File: src/rtl/dne_pkg.sv
`timescale 1ns / 1ps

package dne_pkg;

  localparam int unsigned MANT_W  = 60;
  localparam int unsigned FRACT_W = 8;
  localparam int unsigned EXP_W   = 10;
  localparam int unsigned SCALE_W = 11;
  // internal scale width, holds the unclamped difference
  localparam int unsigned SCALE_XW = 12;

  localparam logic [7:0] CHAR_MINUS = 8'h2D;
  localparam logic [7:0] CHAR_DOT   = 8'h2E;
  localparam logic [7:0] CHAR_E     = 8'h65;
  localparam logic [7:0] CHAR_ZERO  = 8'h30;
  localparam logic [7:0] CHAR_NINE  = 8'h39;

  localparam logic [FRACT_W-1:0] FRACT_MAX = 8'd255;
  localparam logic [EXP_W-1:0]   EXP_MAX   = 10'd1023;

  localparam logic signed [SCALE_XW-1:0] SCALE_LO = -12'sd1023;
  localparam logic signed [SCALE_XW-1:0] SCALE_HI = 12'sd768;

  typedef struct packed {
    logic [7:0] text_byte;
    logic       end_of_text;
  } in_item_t;

  typedef struct packed {
    logic neg;
    logic fract;
    logic digit;
    logic exp_on;
    logic exp_neg;
    logic sat;
  } scan_flags_t;

  // number as held by the scanner when it completes
  typedef struct packed {
    logic [MANT_W-1:0]  mantissa;
    logic [FRACT_W-1:0] fract_cnt;
    logic [EXP_W-1:0]   exp_mag;
    scan_flags_t        flags;
  } num_t;

  // largest mantissa: 10^digits - 1, capped to the field width
  function automatic logic [MANT_W-1:0] mant_limit(input int digits);
    logic [63:0] p;
    int          i;
    p = 64'd1;
    for (i = 0; i < 19; i++) begin
      if (i < digits) begin
        p = p * 64'd10;
      end
    end
    p = p - 64'd1;
    if (p > {4'b0, {MANT_W{1'b1}}}) begin
      p = {4'b0, {MANT_W{1'b1}}};
    end
    return p[MANT_W-1:0];
  endfunction

endpackage

File: src/rtl/dne_in_stage.sv
`timescale 1ns / 1ps

module dne_in_stage (
  input  logic              clk_i,
  input  logic              rst_ni,
  input  logic              in_valid_i,
  output logic              in_ready_o,
  input  logic [7:0]        text_byte_i,
  input  logic              end_of_text_i,
  input  logic              advance_i,
  output logic              item_valid_o,
  output dne_pkg::in_item_t item_o
);
  import dne_pkg::*;

  logic     valid_q;
  logic     valid_d;
  in_item_t item_q;

  assign in_ready_o = !valid_q || advance_i;

  always_comb begin
    valid_d = valid_q;
    if (in_valid_i && in_ready_o) begin
      valid_d = 1'b1;
    end else if (advance_i) begin
      valid_d = 1'b0;
    end
  end

  always_ff @(posedge clk_i or negedge rst_ni) begin
    if (!rst_ni) begin
      valid_q <= 1'b0;
    end else begin
      valid_q <= valid_d;
    end
  end

  always_ff @(posedge clk_i) begin
    if (in_valid_i && in_ready_o) begin
      item_q.text_byte   <= text_byte_i;
      item_q.end_of_text <= end_of_text_i;
    end
  end

  assign item_valid_o = valid_q;
  assign item_o       = item_q;

endmodule

File: src/rtl/dne_scan.sv
`timescale 1ns / 1ps

module dne_scan #(
  parameter int MANTISSA_DIGITS = 18
) (
  input  logic              clk_i,
  input  logic              rst_ni,
  input  logic              step_i,
  input  dne_pkg::in_item_t item_i,
  output logic              emit_o,
  output dne_pkg::num_t     num_o
);
  import dne_pkg::*;

  localparam logic [MANT_W-1:0] MantLimit = mant_limit(MANTISSA_DIGITS);

  num_t        num_q;
  num_t        num_d;
  num_t        upd;
  logic        non_num;
  logic        is_digit;
  logic [3:0]  dig;
  logic [63:0] m_ext;
  logic [63:0] m_next;
  logic [13:0] e_ext;
  logic [13:0] e_next;

  assign is_digit = (item_i.text_byte >= CHAR_ZERO) && (item_i.text_byte <= CHAR_NINE);
  // '0'..'9' carry the digit value in the low nibble
  assign dig      = item_i.text_byte[3:0];

  // multiply-by-ten accumulate as shift and add
  assign m_ext  = {4'b0, num_q.mantissa};
  assign m_next = (m_ext << 3) + (m_ext << 1) + {60'b0, dig};
  assign e_ext  = {4'b0, num_q.exp_mag};
  assign e_next = (e_ext << 3) + (e_ext << 1) + {10'b0, dig};

  always_comb begin
    upd     = num_q;
    non_num = 1'b0;
    if (item_i.text_byte == CHAR_MINUS) begin
      if (num_q.flags.exp_on) begin
        upd.flags.exp_neg = 1'b1;
      end else begin
        upd.flags.neg = 1'b1;
      end
    end else if (item_i.text_byte == CHAR_DOT) begin
      upd.flags.fract = 1'b1;
    end else if (item_i.text_byte == CHAR_E && num_q.flags.digit) begin
      upd.flags.exp_on = 1'b1;
    end else if (is_digit) begin
      if (num_q.flags.exp_on) begin
        if (e_next > {4'b0, EXP_MAX}) begin
          upd.exp_mag   = EXP_MAX;
          upd.flags.sat = 1'b1;
        end else begin
          upd.exp_mag = e_next[EXP_W-1:0];
        end
      end else begin
        if (num_q.flags.fract) begin
          if (num_q.fract_cnt == FRACT_MAX) begin
            upd.flags.sat = 1'b1;
          end else begin
            upd.fract_cnt = num_q.fract_cnt + 8'd1;
          end
        end
        if (m_next > {4'b0, MantLimit}) begin
          upd.mantissa  = MantLimit;
          upd.flags.sat = 1'b1;
        end else begin
          upd.mantissa = m_next[MANT_W-1:0];
        end
      end
      upd.flags.digit = 1'b1;
    end else begin
      non_num = 1'b1;
    end
  end

  // a non-number byte leaves the state alone, so the updated value serves both cases
  assign emit_o = step_i && upd.flags.digit && (non_num || item_i.end_of_text);
  assign num_o  = upd;

  always_comb begin
    num_d = num_q;
    if (step_i) begin
      if (emit_o || item_i.end_of_text) begin
        num_d = '0;
      end else begin
        num_d = upd;
      end
    end
  end

  always_ff @(posedge clk_i or negedge rst_ni) begin
    if (!rst_ni) begin
      num_q <= '0;
    end else begin
      num_q <= num_d;
    end
  end

endmodule

File: src/rtl/dne_out_stage.sv
`timescale 1ns / 1ps

module dne_out_stage (
  input  logic                              clk_i,
  input  logic                              rst_ni,
  input  logic                              load_i,
  input  dne_pkg::num_t                     num_i,
  output logic                              free_o,
  output logic                              out_valid_o,
  input  logic                              out_ready_i,
  output logic [dne_pkg::MANT_W-1:0]        mantissa_o,
  output logic                              is_negative_o,
  output logic signed [dne_pkg::SCALE_W-1:0] decimal_scale_o,
  output logic                              saturated_o
);
  import dne_pkg::*;

  logic                       valid_q;
  logic                       valid_d;
  logic [MANT_W-1:0]          mant_q;
  logic                       neg_q;
  logic signed [SCALE_W-1:0]  scale_q;
  logic                       sat_q;
  logic signed [SCALE_XW-1:0] exp_s;
  logic signed [SCALE_XW-1:0] fract_s;
  logic signed [SCALE_XW-1:0] scale_raw;
  logic signed [SCALE_XW-1:0] scale_clip;
  logic                       sat_d;

  assign free_o = !valid_q || out_ready_i;

  always_comb begin
    exp_s = '0;
    if (num_i.flags.exp_on) begin
      exp_s = $signed({2'b0, num_i.exp_mag});
      if (num_i.flags.exp_neg) begin
        exp_s = -$signed({2'b0, num_i.exp_mag});
      end
    end
    fract_s   = $signed({4'b0, num_i.fract_cnt});
    scale_raw = exp_s - fract_s;
    scale_clip = scale_raw;
    sat_d      = num_i.flags.sat;
    if (scale_raw < SCALE_LO) begin
      scale_clip = SCALE_LO;
      sat_d      = 1'b1;
    end else if (scale_raw > SCALE_HI) begin
      scale_clip = SCALE_HI;
      sat_d      = 1'b1;
    end
  end

  always_comb begin
    valid_d = valid_q;
    if (load_i) begin
      valid_d = 1'b1;
    end else if (out_ready_i) begin
      valid_d = 1'b0;
    end
  end

  always_ff @(posedge clk_i or negedge rst_ni) begin
    if (!rst_ni) begin
      valid_q <= 1'b0;
    end else begin
      valid_q <= valid_d;
    end
  end

  always_ff @(posedge clk_i) begin
    if (load_i) begin
      mant_q  <= num_i.mantissa;
      neg_q   <= num_i.flags.neg;
      scale_q <= scale_clip[SCALE_W-1:0];
      sat_q   <= sat_d;
    end
  end

  assign out_valid_o     = valid_q;
  assign mantissa_o      = mant_q;
  assign is_negative_o   = neg_q;
  assign decimal_scale_o = scale_q;
  assign saturated_o     = sat_q;

endmodule

File: src/rtl/decimal_number_extractor_top.sv
`timescale 1ns / 1ps

// Decimal number scanner: takes one ASCII text byte per transfer and emits one
// result for each number it finds (optional minus, fraction after '.', exponent
// after an 'e' that follows a digit). A result gives the integer mantissa, the
// sign and the base-ten scale (signed exponent minus fraction digits); saturated
// marks any field that hit its limit. A number is emitted when the first
// non-number byte after digits arrives, or with a byte flagged end_of_text,
// which also clears all scan state. Throughput is one byte per cycle while no
// result waits on out_ready. Bytes are registered at input, results at output.
// The per-byte state update (a multiply-by-ten accumulate into the 60-bit
// mantissa register plus its limit compare) fixes that rate. MANTISSA_DIGITS
// sets the mantissa limit at 10^MANTISSA_DIGITS - 1, capped to 60 bits.
module decimal_number_extractor_top #(
  parameter int MANTISSA_DIGITS = 18
) (
  input  logic                               clk_i,
  input  logic                               rst_ni,
  input  logic                               in_valid_i,
  output logic                               in_ready_o,
  input  logic [7:0]                         text_byte_i,
  input  logic                               end_of_text_i,
  output logic                               out_valid_o,
  input  logic                               out_ready_i,
  output logic [dne_pkg::MANT_W-1:0]         mantissa_o,
  output logic                               is_negative_o,
  output logic signed [dne_pkg::SCALE_W-1:0] decimal_scale_o,
  output logic                               saturated_o
);
  import dne_pkg::*;

  logic     item_valid;
  in_item_t item;
  logic     out_free;
  logic     advance;
  logic     emit;
  num_t     num;

  assign advance = item_valid && out_free;

  dne_in_stage u_in (
    .clk_i        (clk_i),
    .rst_ni       (rst_ni),
    .in_valid_i   (in_valid_i),
    .in_ready_o   (in_ready_o),
    .text_byte_i  (text_byte_i),
    .end_of_text_i(end_of_text_i),
    .advance_i    (advance),
    .item_valid_o (item_valid),
    .item_o       (item)
  );

  dne_scan #(
    .MANTISSA_DIGITS(MANTISSA_DIGITS)
  ) u_scan (
    .clk_i (clk_i),
    .rst_ni(rst_ni),
    .step_i(advance),
    .item_i(item),
    .emit_o(emit),
    .num_o (num)
  );

  dne_out_stage u_out (
    .clk_i          (clk_i),
    .rst_ni         (rst_ni),
    .load_i         (emit),
    .num_i          (num),
    .free_o         (out_free),
    .out_valid_o    (out_valid_o),
    .out_ready_i    (out_ready_i),
    .mantissa_o     (mantissa_o),
    .is_negative_o  (is_negative_o),
    .decimal_scale_o(decimal_scale_o),
    .saturated_o    (saturated_o)
  );

endmodule

File: config.mk
export PLATFORM = sky130hd
export DESIGN_NAME = decimal_number_extractor_top
export DESIGN_NICKNAME = d
export VERILOG_FILES = /design/src/rtl/dne_pkg.sv /design/src/rtl/dne_in_stage.sv /design/src/rtl/dne_scan.sv /design/src/rtl/dne_out_stage.sv /design/src/rtl/decimal_number_extractor_top.sv
export SDC_FILE = /design/constraint.sdc
export NUM_CORES = 1
export LEC_CHECK = 0
export BUFFER_PORTS_ARGS = -buffer_cell sky130_fd_sc_hd__buf_2
export CORE_ASPECT_RATIO = 0.5
export CORE_UTILIZATION = 45
export DETAILED_ROUTE_END_ITERATION = 10
export PLACE_DENSITY = 0.69
export SYNTH_ARGS = -nofsm -noshare
export SYNTH_HDL_FRONTEND = slang
export SYNTH_SLANG_ARGS = --single-unit
File: constraint.sdc
create_clock -name clk_i -period 8.28 [get_ports clk_i]
set_input_delay 1.242 -clock clk_i [delete_from_list [all_inputs] [get_ports clk_i]]
set_output_delay 1.242 -clock clk_i [all_outputs]
set_load 0.01 [all_outputs]
==> results of run 1 <==
==> cells in the final DEF, fill, tap and decap left out, drive strengths merged, types with 19 or more instances in the layout <==
cell    Yosys  final
a211oi     30     30
a21o       37     37
a21oi     123    123
a22o       24     24
a31oi      22     22
buf        23     99
clkbuf     45     19
dfrtp      86     86
edfxtp     82     82
ha        148    148
inv        32     36
nand2     169    169
nand3      31     31
nand4      26     26
nor2      128    128
nor3       31     31
o21a       25     25
o21ai     132    132
o22a       21     21
o31ai      21     21
xnor2      32     32
xor2       32     32
==> worst max-delay path by stage <==
stage                        startpoint                               to  slack [ns]  cells past startpoint
2_1_floorplan  u_in.item_o[4]$_DFFE_PP_  u_out.saturated_o$_SDFFCE_PP1P_        1.83                     27
5_1_grt        u_in.item_o[4]$_DFFE_PP_  u_out.saturated_o$_SDFFCE_PP1P_        0.55                     26
3_3_place_gp   u_in.item_o[4]$_DFFE_PP_  u_out.saturated_o$_SDFFCE_PP1P_        1.41                     26
6_report       u_in.item_o[4]$_DFFE_PP_  u_out.saturated_o$_SDFFCE_PP1P_        1.12                     26
4_1_cts        u_in.item_o[4]$_DFFE_PP_  u_out.saturated_o$_SDFFCE_PP1P_        1.17                     26
3_5_place_dp   u_in.item_o[4]$_DFFE_PP_  u_out.saturated_o$_SDFFCE_PP1P_        1.19                     26
==> report_power, final <==
group,internal (mW),leakage [nW],switching [mW]
Clock,0.432,0.277,0.357
Combinational,0.0361,4.46,0.0874
Sequential,0.887,1.94,0.00992
Total,1.35,6.68,0.454
==> layer usage <==
layer / vias up / share of wire, % / GRT usage (%)
li1: 5881 / - / -
met1: 5905 / 46 / 34.47
met2: 389 / 45 / 39.29
met3: 55 / 6.5 / 4.456
met4: 0 / 2.2 / 8.257
met5: - / 0 / 0
==> final cells by class <==
class	instances	area, µm²
timing repair buffer	99	528.0
multi-input combinational	1256	8661
sequential	168	4614
tap	391	489.2
inverter	32	120.1
fill	2732	14470
clock buffer	19	452.9
clock inverter	13	120.1
==> through the flow <==
stage | hold WS, ns | util (%) | std cells
3_3_place_gp | 0.4693 | 48.93 | 1946
2_1_floorplan | 0.4551 | - | 1524
5_1_grt | 0.5217 | 50.88 | 1978
6_report | 0.5061 | 50.88 | 1978
3_5_place_dp | 0.4900 | 48.93 | 1946
4_1_cts | 0.5078 | 50.88 | 1978
==> critical path: stages, from the launching register on <==
cell	delay, ns
edfxtp_1	0.50
fa_1	0.56
fa_1	0.49
a21oi_2	0.23
nor3b_1	0.09
o311ai_1	0.42
a221oi_2	0.17
o21ai_2	0.45
o22ai_1	0.22
ha_1	0.33
nand2_1	0.06
o21a_1	0.12
nor2_1	0.07
ha_1	0.33
nor2b_1	0.11
o21ai_0	0.10
a21oi_1	0.18
o21ai_0	0.11
a21boi_0	0.26
o21ai_0	0.13
a21boi_0	0.46
nor2_1	0.12
nor4_1	0.47
or2_2	0.20
o21ai_0	0.07
mux2_4	0.33
or3_1	0.34
==> kinds of logic after synthesis <==
family	after synthesis	share of synthesized area, %
buffers and inverters	100	3.227
adders and majority gates	153	14.26
AOI/OAI and AO/OA	529	26.23
and+or+nand+nor	503	17.91
xor gates and xnor gates	64	4.095
DFF	168	33.71
muxes	7	0.5667
==> Yosys cell counts (8+ instances only) <==
library cell	instances	area share, %
a21o_1	37	2.0
nor2_1	126	3.5
clkbuf_1	43	1.2
or2_2	13	0.59
a31oi_1	22	1.0
o21ai_1	15	0.55
nor3_1	30	1.1
a22o_1	24	1.5
o21a_1	24	1.3
nand4_1	26	1.2
dfrtp_1	86	16
nor4_1	8	0.37
buf_2	14	0.51
ha_1	148	14
o31ai_1	20	1.1
o22a_1	19	1.2
xnor2_1	32	2.0
nand2b_1	12	0.55
xor2_1	32	2.0
or3_1	11	0.50
nand3_1	31	1.1
o21ai_0	112	4.1
o211ai_1	13	0.71
and3_1	13	0.59
edfxtp_1	82	18
inv_1	32	0.88
nor2b_1	11	0.50
a21oi_1	117	4.3
and2_1	9	0.41
a211oi_1	28	1.5
nand2_1	169	4.6
==> state kept, by name (all words and copies together), names as in the netlist <==
name / count
u_out.mantissa_o: 60
u_in.item_valid_o: 1
u_out.decimal_scale_o: 11
u_out.is_negative_o: 1
u_out.saturated_o: 1
u_scan.m_ext: 60
u_scan.num_q: 14
u_scan.e_ext: 10
u_in.item_o: 9
u_out.out_valid_o: 1
==> summary.md, run 1 <==
| Metric | Value |
|---|---|
| Status | finished, final reports clean |
| Final hold violations | 0 |
| Crit start category | register |
| First-pass GRT wire length | 61260 µm |
| Unrepaired setup endpoints after global routing | no |
| Clock Sinks | 168 |
| MaxCap Viol Count | 0 |
| Pwr dens | 120.7 nW/µm² |
| Peak VDD IR | 0.1490 mV |
| Clk root buf | clkbuf_16 |
| I/O Buffers | 87 |
| Max FO, Critical Path | 13 |
| WHS Endpoint | u_scan.num_q[5]$_DFFE_PN0P_ |
| Avg Cell Area, Syn | 8.981 µm² |
| CTS tree | built |
| Netlist cell types | 102 |
| Seq cells post-synth | 168 |
| Worst R2R Path Depth | 26 |
| Num CTS Buffers | 17 |
| Relative slew slack | 27.65% |
| R2r startpoint | u_in.item_o[4]$_DFFE_PP_ |
| DRT Pass-1 Iters | 5 |
| Cells after synthesis | 1524 |
| Final period util | 86.47% |
| Cell row count | 44 |
| Total routed wirelength | 38530 µm |
| Drc violations | 0 |
| Initial antenna violation count | 0 |
| Synthesis-to-layout area growth | 9.489% |
| Pin count of the biggest net entering global routing | 74 |
| Critical path class | reg -> reg |
| Clock buffer depth | 2 |
| Post-Place Setup Slack | 1.195 ns |
| Core Area | 29450 µm² |
| Final worst setup slack | 1.120 ns |
| Critical path data arrival time | 7.36 ns |
| Clock latency on the worst-skew pair | 0.46 ns |
| HPWL after DPL | 28500 µm |
| GRT Overall Usage | 24.86% |
| Vias in the first global route | 11490 |
| NumNets Final | 1740 |
| Drt initial violations | 1132 |
| H-tree depth | 4 |
| RR Endpoint | u_out.saturated_o$_SDFFCE_PP1P_ |
| PostCTS Resize Cnt | 0 |
| ANT nets after route | 0 |
| Hold path startpoint | u_scan.num_q[5]$_DFFE_PN0P_ |
| LEAKAGE | 6.681 nW |
| Hold Path Stages | 2 |
| Post-CTS Setup Inserts | 0 |
| Die H | 125.3 µm |
| Crit end category | register |
| EDFF count, synth | 82 |
| Setup_tns | 0 ns |
| Worst path required time | 8.48 ns |
| Top Ports | 88 |
| Sequential-to-total area share from yosys stat | 33.71% |
| Async S/R FF share, synth | 51.19% |
| Die Area | 31160 µm² |
| Post-route cell area | 14990 µm² |
| Ys flop type | dfrtp_1 |
| N_diodes | 0 |
| Warnings, synthesis | 0 |
| Max Slew Vio Count | 0 |
| Die Wd | 248.6 µm |
| Hold WC Path Type | reg -> reg |
| Minimum clock period | 7.160 ns |
| Reg2reg setup slack | 1.12 ns |
| Grt ovf | 0 |
| Layout cells sized above 1 | 12.29% |
| Reg clk slew, reported paths | 0.07 ns |
| Placed cell areas | 14410 µm² |
| Area of the mapped netlist | 13690 µm² |
| Hold_buf cts | 0 |
| Initial Util | 46.47% |
| Final Power | 1.809 mW |
| Vias | 12230 |
| Syn nets | 1690 |
| RD Place Congestion | 0.9459 |
| Clk_skew | 0.01058 ns |
| DR WL/cell | 19.48 µm |
| Vias per inst | 6.183 |
| Slew @ Worst Pin | 1.058 ns |
| Max Freq | 139.7 MHz |
| Setup Viol. Count Final | 0 |
Note: power is estimated with default switching activity, not from simulation.
==> inputs of run 2 (changes only) <==
--- a/config.mk
+++ b/config.mk
@@ -5,11 +5,12 @@
 export SDC_FILE = /design/constraint.sdc
 export NUM_CORES = 1
 export LEC_CHECK = 0
-export BUFFER_PORTS_ARGS = -buffer_cell sky130_fd_sc_hd__buf_2
 export CORE_ASPECT_RATIO = 0.5
 export CORE_UTILIZATION = 45
 export DETAILED_ROUTE_END_ITERATION = 10
-export PLACE_DENSITY = 0.69
+export DONT_BUFFER_PORTS = 1
+export PLACE_DENSITY = 0.67
+export SLEW_MARGIN = 20
 export SYNTH_ARGS = -nofsm -noshare
 export SYNTH_HDL_FRONTEND = slang
 export SYNTH_SLANG_ARGS = --single-unit
==> run 2 against run 1 <==
Against the previous run: combinational power down 16%; first-iteration DRC count increased by 5.8%; critical endpoint unchanged; critical path depth is the same; worst setup slack got worse by 0.086 ns.
==> summary.md, run 2 (synthesis gave the netlist of run 1 again) <==
| Metric | Value |
|---|---|
| Status | finished, final reports clean |
| Post-route non-filler standard cell count | 1890 |
| NumNets Final | 1652 |
| I/O Buffers | 0 |
| CP Launch Point | u_in.item_o[4]$_DFFE_PP_ |
| Slew @ Worst Pin | 1.051 ns |
| Die H | 125.3 µm |
| Relative slew slack | 28.10% |
| LEAKAGE | 6.372 nW |
| Synthesis-to-layout area growth | 6.573% |
| Vias in the first global route | 11600 |
| Cell row count | 44 |
| DRT Pass-1 Iters | 5 |
| H-tree depth | 4 |
| Top Ports | 88 |
| RD Place Congestion | 0.9579 |
| Clock buffer depth | 2 |
| MaxCap Viol Count | 0 |
| Max Freq | 138.0 MHz |
| HPWL after DPL | 29600 µm |
| Setup Viol. Count Final | 0 |
| Commonest cells after routing, fill and taps aside | nand2_1, ha_1, nor2_1 |
| Initial Util | 46.47% |
| Crit start category | register |
| Core Area | 29450 µm² |
| Max Slew Vio Count | 0 |
| Crit-path slowest cell | fa_1 |
| Final hold violations | 0 |
| DR WL/cell | 21.14 µm |
| # placed instances | 1858 |
| Unrepaired setup endpoints after global routing | no |
| Clock latency on the worst-skew pair | 0.46 ns |
| Crit end category | register |
| Vias per inst | 6.393 |
| Final period util | 87.51% |
| Max FO, Critical Path | 13 |
| Reg clk slew, reported paths | 0.07 ns |
| ANT nets after route | 0 |
| Pwr dens | 127.2 nW/µm² |
| Die Area | 31160 µm² |
| Num CTS Buffers | 17 |
| PostCTS Resize Cnt | 0 |
| Die Wd | 248.6 µm |
| Hold_buf cts | 0 |
| Family with the most delay on the worst path | compound AO/OA/AOI/OAI gates |
| Total routed wirelength | 39960 µm |
| Critical path data arrival time | 7.45 ns |
| N_diodes | 0 |
| Initial antenna violation count | 0 |
| Vias | 12080 |
| First-pass GRT wire length | 63720 µm |
| CP bufs+invs | 0 |
| Worst path required time | 8.48 ns |
| Post-CTS Setup Inserts | 0 |
| Critical path class | reg -> reg |
| Drc violations | 0 |
| Drt initial violations | 1198 |
| Layout cells sized above 1 | 7.071% |
| Max stage delay on crit path | 0.57 ns |
| Minimum clock period | 7.246 ns |
| Clk_skew | 0.01630 ns |
| Commonest non-fill, non-tap cell in the layout | nand2_1 |
| Clock Sinks | 168 |
| Setup_tns | 0 ns |
| CTS tree | built |
| Most common cell on crit path | o21ai_0 |
| Clk root buf | clkbuf_16 |
| Peak VDD IR | 0.1496 mV |
| Hold WC Path Type | in -> async |
| Grt ovf | 0 |
| R2r startpoint | u_in.item_o[4]$_DFFE_PP_ |
| Pin count of the biggest net entering global routing | 87 |
| GRT Overall Usage | 25.85% |
-- run 2: path summary, 6_finish.rpt --
path / slack (ns) / endpoint / cells past startpoint
hold reg to reg: 0.52 / u_scan.num_q[5]$_DFFE_PN0P_ / 2
setup reg to reg: 1.03 / u_out.saturated_o$_SDFFCE_PP1P_ / 26
setup / recovery: 1.03 / u_out.saturated_o$_SDFFCE_PP1P_ / 26
hold / removal: 0.47 / u_scan.e_ext[7]$_DFFE_PN0P_ / 0
max in group asynchronous: 7.63 / u_scan.m_ext[37]$_DFFE_PN0P_ / 0
min in group clk_i: 0.52 / u_scan.num_q[5]$_DFFE_PN0P_ / 2
-- run 2: power by group --
group	internal [mW]	switching, mW	total, mW
clock network	0.482	0.369	0.851
registers	0.887	0.0137	0.901
logic	0.0306	0.0734	0.104
-- run 2: stage by stage --
stage,setup slack (ns),hold WS [ns],area (µm²),utilization [%],power (mW)
4_1_cts,1.042,0.4521,14590,49.52,1.868
3_3_place_gp,1.409,0.4760,13970,47.42,1.018
3_5_place_dp,1.052,0.5089,13970,47.42,1.020
6_report,1.034,0.4723,14590,49.52,1.856
5_1_grt,0.3788,0.4505,14590,49.52,1.916
2_1_floorplan,1.827,0.4551,13690,-,0.9875
-- run 2: cell type report --
class | count | area (µm²)
Clock buffer | 18 | 429.2
Clock inverter | 14 | 188.9
Fill cell | 2710 | 14870
Inverter | 32 | 120.1
Multi-Input combinational cell | 1256 | 8662
Sequential cell | 168 | 4614
Tap cell | 391 | 489.2
Timing Repair Buffer | 11 | 82.58
-- run 2: layer usage --
layer / GRT usage (%) / wire (µm)
met5: 0 / 0
met4: 7.344 / 718
met1: 35.46 / 18210
met2: 42.09 / 18440
met3: 4.393 / 2586
==> inputs of run 3 (changes only) <==
--- a/config.mk
+++ b/config.mk
@@ -5,11 +5,12 @@
 export SDC_FILE = /design/constraint.sdc
 export NUM_CORES = 1
 export LEC_CHECK = 0
+export ABC_AREA = 1
 export CORE_ASPECT_RATIO = 0.5
 export CORE_UTILIZATION = 45
 export DETAILED_ROUTE_END_ITERATION = 10
 export DONT_BUFFER_PORTS = 1
-export PLACE_DENSITY = 0.67
+export PLACE_DENSITY_LB_ADDON = 0.05
 export SLEW_MARGIN = 20
 export SYNTH_ARGS = -nofsm -noshare
 export SYNTH_HDL_FRONTEND = slang
==> run 3 against run 2 <==
Against the previous run: critical path depth increased by 10; die area grew 11%; wire length is 26% higher; clock-buffer cell count fell by 1; sequential share of layout area fell by 3.3 points; sequential power up 2%; clock power is 3.4% lower; hold slack got worse by 0.012 ns; worst setup slack better by 1.4 ns; non-clock buffer count down 1; final cell count is 40% higher; largest cell class unchanged; highest routed layer unchanged.
==> summary.md, run 3 <==
| Metric | Value |
|---|---|
| Core Area | 33170 µm² |
| GRT Overall Usage | 29.59% |
| Die H | 132.1 µm |
| Global-route track usage on met2 | 42.66% |
| N_diodes | 0 |
| Area contributors post-synth | nand2_1, edfxtp_1, dfrtp_1 |
| Hold_buf cts | 0 |
| Drc violations | 0 |
| Setup Viol. Count Final | 0 |
| Critical path class | reg -> reg |
| Pin count of the biggest net entering global routing | 87 |
| Most common cell in the synthesized netlist | nand2_1 |
| Final worst setup slack | 2.411 ns |
| Max stage delay on crit path | 0.57 ns |
| NumNets Final | 2367 |
| Commonest non-fill, non-tap cell in the layout | nand2_1 |
| Status | finished, final reports clean |
| Clk root buf | clkbuf_16 |
| Peak VDD IR | 0.1318 mV |
| Clock buffer depth | 2 |
| Layout cells sized above 1 | 7.453% |
| Die Wd | 262.2 µm |
| Crit-path slowest cell | fa_1 |
| Drt initial violations | 1372 |
| PostCTS Resize Cnt | 0 |
| Max Freq | 170.4 MHz |
| Commonest cells after routing, fill and taps aside | nand2_1, inv_1, nor2_1 |
| Most Crowded Layer GR | met1 |
| DR WL/cell | 18.90 µm |
| Placed cell areas | 15680 µm² |
| Vias | 14460 |
| Crit end category | register |
| EDFF count, synth | 82 |
| Cell row count | 47 |
| Pwr dens | 119.1 nW/µm² |
| Vias per inst | 5.448 |
| Sequential-to-total area share from yosys stat | 30.29% |
| Grt met1 use | 45.85% |
| Top cells by count, synth | nand2_1, inv_1, nor2_1 |
| Worst path required time | 8.50 ns |
| Setup_tns | 0 ns |
| Syn nets | 2377 |
| Area of the mapped netlist | 15230 µm² |
| Most common cell on crit path | nand2_1 |
| Total routed wirelength | 50180 µm |
| Clk_skew | 0.01957 ns |
| Seq cells post-synth | 168 |
| Netlist cell types | 48 |
| H-tree depth | 4 |
| Max Slew Vio Count | 0 |
| Final period util | 70.89% |
| Initial antenna violation count | 1 |
| Top Ports | 88 |
| Cells after synthesis | 2211 |
| Minimum clock period | 5.869 ns |
| Warnings, synthesis | 0 |
| Multi-input gate area | 9344 µm² |
| Critical path data arrival time | 6.09 ns |
| Post-route cell area | 16270 µm² |
| Reg area | 4614 µm² |
| LEAKAGE | 8.357 nW |
| RD Place Congestion | 1.015 |
| Unrepaired setup endpoints after global routing | no |
| Post-Place Setup Slack | 2.396 ns |
| Vias in the first global route | 13280 |
| MaxCap Viol Count | 0 |
| # fillers | 3489 |
| Num CTS Buffers | 17 |
| Max FO, Critical Path | 10 |
| Async S/R FF share, synth | 51.19% |
| Die Area | 34630 µm² |
| Ys flop type | dfrtp_1 |
| Final hold violations | 0 |
| Crit start category | register |
| Reg clk slew, reported paths | 0.08 ns |
| Post-CTS Setup Inserts | 0 |
| HPWL after DPL | 40690 µm |
| Synthesis-to-layout area growth | 6.818% |
| First-pass GRT wire length | 77850 µm |
| Slew @ Worst Pin | 0.8383 ns |
| ANT nets after route | 0 |
| I/O Buffers | 0 |
| Initial Util | 45.93% |
| Avg Cell Area, Syn | 6.889 µm² |
| Hold WC Path Type | in -> async |
| CTS tree | built |
| Grt ovf | 0 |
| DRT Pass-1 Iters | 5 |
| Clock latency on the worst-skew pair | 0.47 ns |
| Clock Sinks | 168 |
| Yosys top cell area share | 17.64% |
| # placed instances | 2623 |
| Synth area leader | nand2_1 |
| Relative slew slack | 44.11% |
| Routing usage on met3 | 5.152% |
| Post-route non-filler standard cell count | 2655 |
-- run 3: final cells by class --
cell class	instances	share of cell area, %
clock inverter	15	1.007
tap	441	3.391
timing repair buffer	10	0.4614
sequential	168	28.36
clock buffer	17	2.615
inverter	291	6.736
multi-input combinational	1713	57.43
-- run 3: power by group --
| part | switching, mW | internal (mW) |
|---|---|---|
| registers | 0.0222 | 0.897 |
| clock network | 0.419 | 0.403 |
| logic | 0.143 | 0.0543 |
| total | 0.583 | 1.35 |
-- run 3: kinds of logic (layout without fill, tap and decap cells) --
family / count (synthesis) / in the layout / synth area share (%)
xor gates and xnor gates: 39 / 39 / 2.242
buffers and inverters: 330 / 333 / 8.535
adders and majority gates: 153 / 153 / 12.81
and+or+nand+nor: 1223 / 1223 / 35.07
AOI/OAI and AO/OA: 298 / 298 / 11.05
DFF: 168 / 168 / 30.29
-- run 3: worst paths after layout --
path,from,endpoint,slack (ns),cells after the start
setup / recovery,u_in.item_o[4]$_DFFE_PP_,u_out.decimal_scale_o[3]$_SDFFCE_PP0P_,2.41,36
hold / removal,rst_ni,u_scan.num_q[20]$_DFFE_PN0P_,0.46,0
setup reg to reg,u_in.item_o[4]$_DFFE_PP_,u_out.decimal_scale_o[3]$_SDFFCE_PP0P_,2.41,36
hold reg to reg,u_scan.num_q[5]$_DFFE_PN0P_,u_scan.num_q[5]$_DFFE_PN0P_,0.54,2
max in group asynchronous,rst_ni,u_scan.m_ext[57]$_DFFE_PN0P_,7.61,0
min in group clk_i,u_scan.num_q[5]$_DFFE_PN0P_,u_scan.num_q[5]$_DFFE_PN0P_,0.54,2
-- run 3: metal layers --
metal  share of wire [%]  routed length, µm
met1                  50              25120
met2                  41              20740
met3                 7.5               3739
met4                 1.1                571
met5                   0                  0
-- run 3: metrics by stage --
stage / utilization, % / hold WS [ns] / total power, mW
2_1_floorplan: - / 0.4721 / 1.072
3_3_place_gp: 47.28 / 0.5156 / 1.133
3_5_place_dp: 47.28 / 0.5155 / 1.132
4_1_cts: 49.06 / 0.4430 / 1.953
5_1_grt: 49.06 / 0.4394 / 2.005
6_report: 49.06 / 0.4605 / 1.938
-- run 3: worst max-delay path: cells and delay by family, from the launching register on --
family          cells  cell delay (ns)
fa+ha+maj           4             1.87
simple gates       22             1.98
buf+inv             4             0.27
compound gates      6             0.99
flops               1             0.51
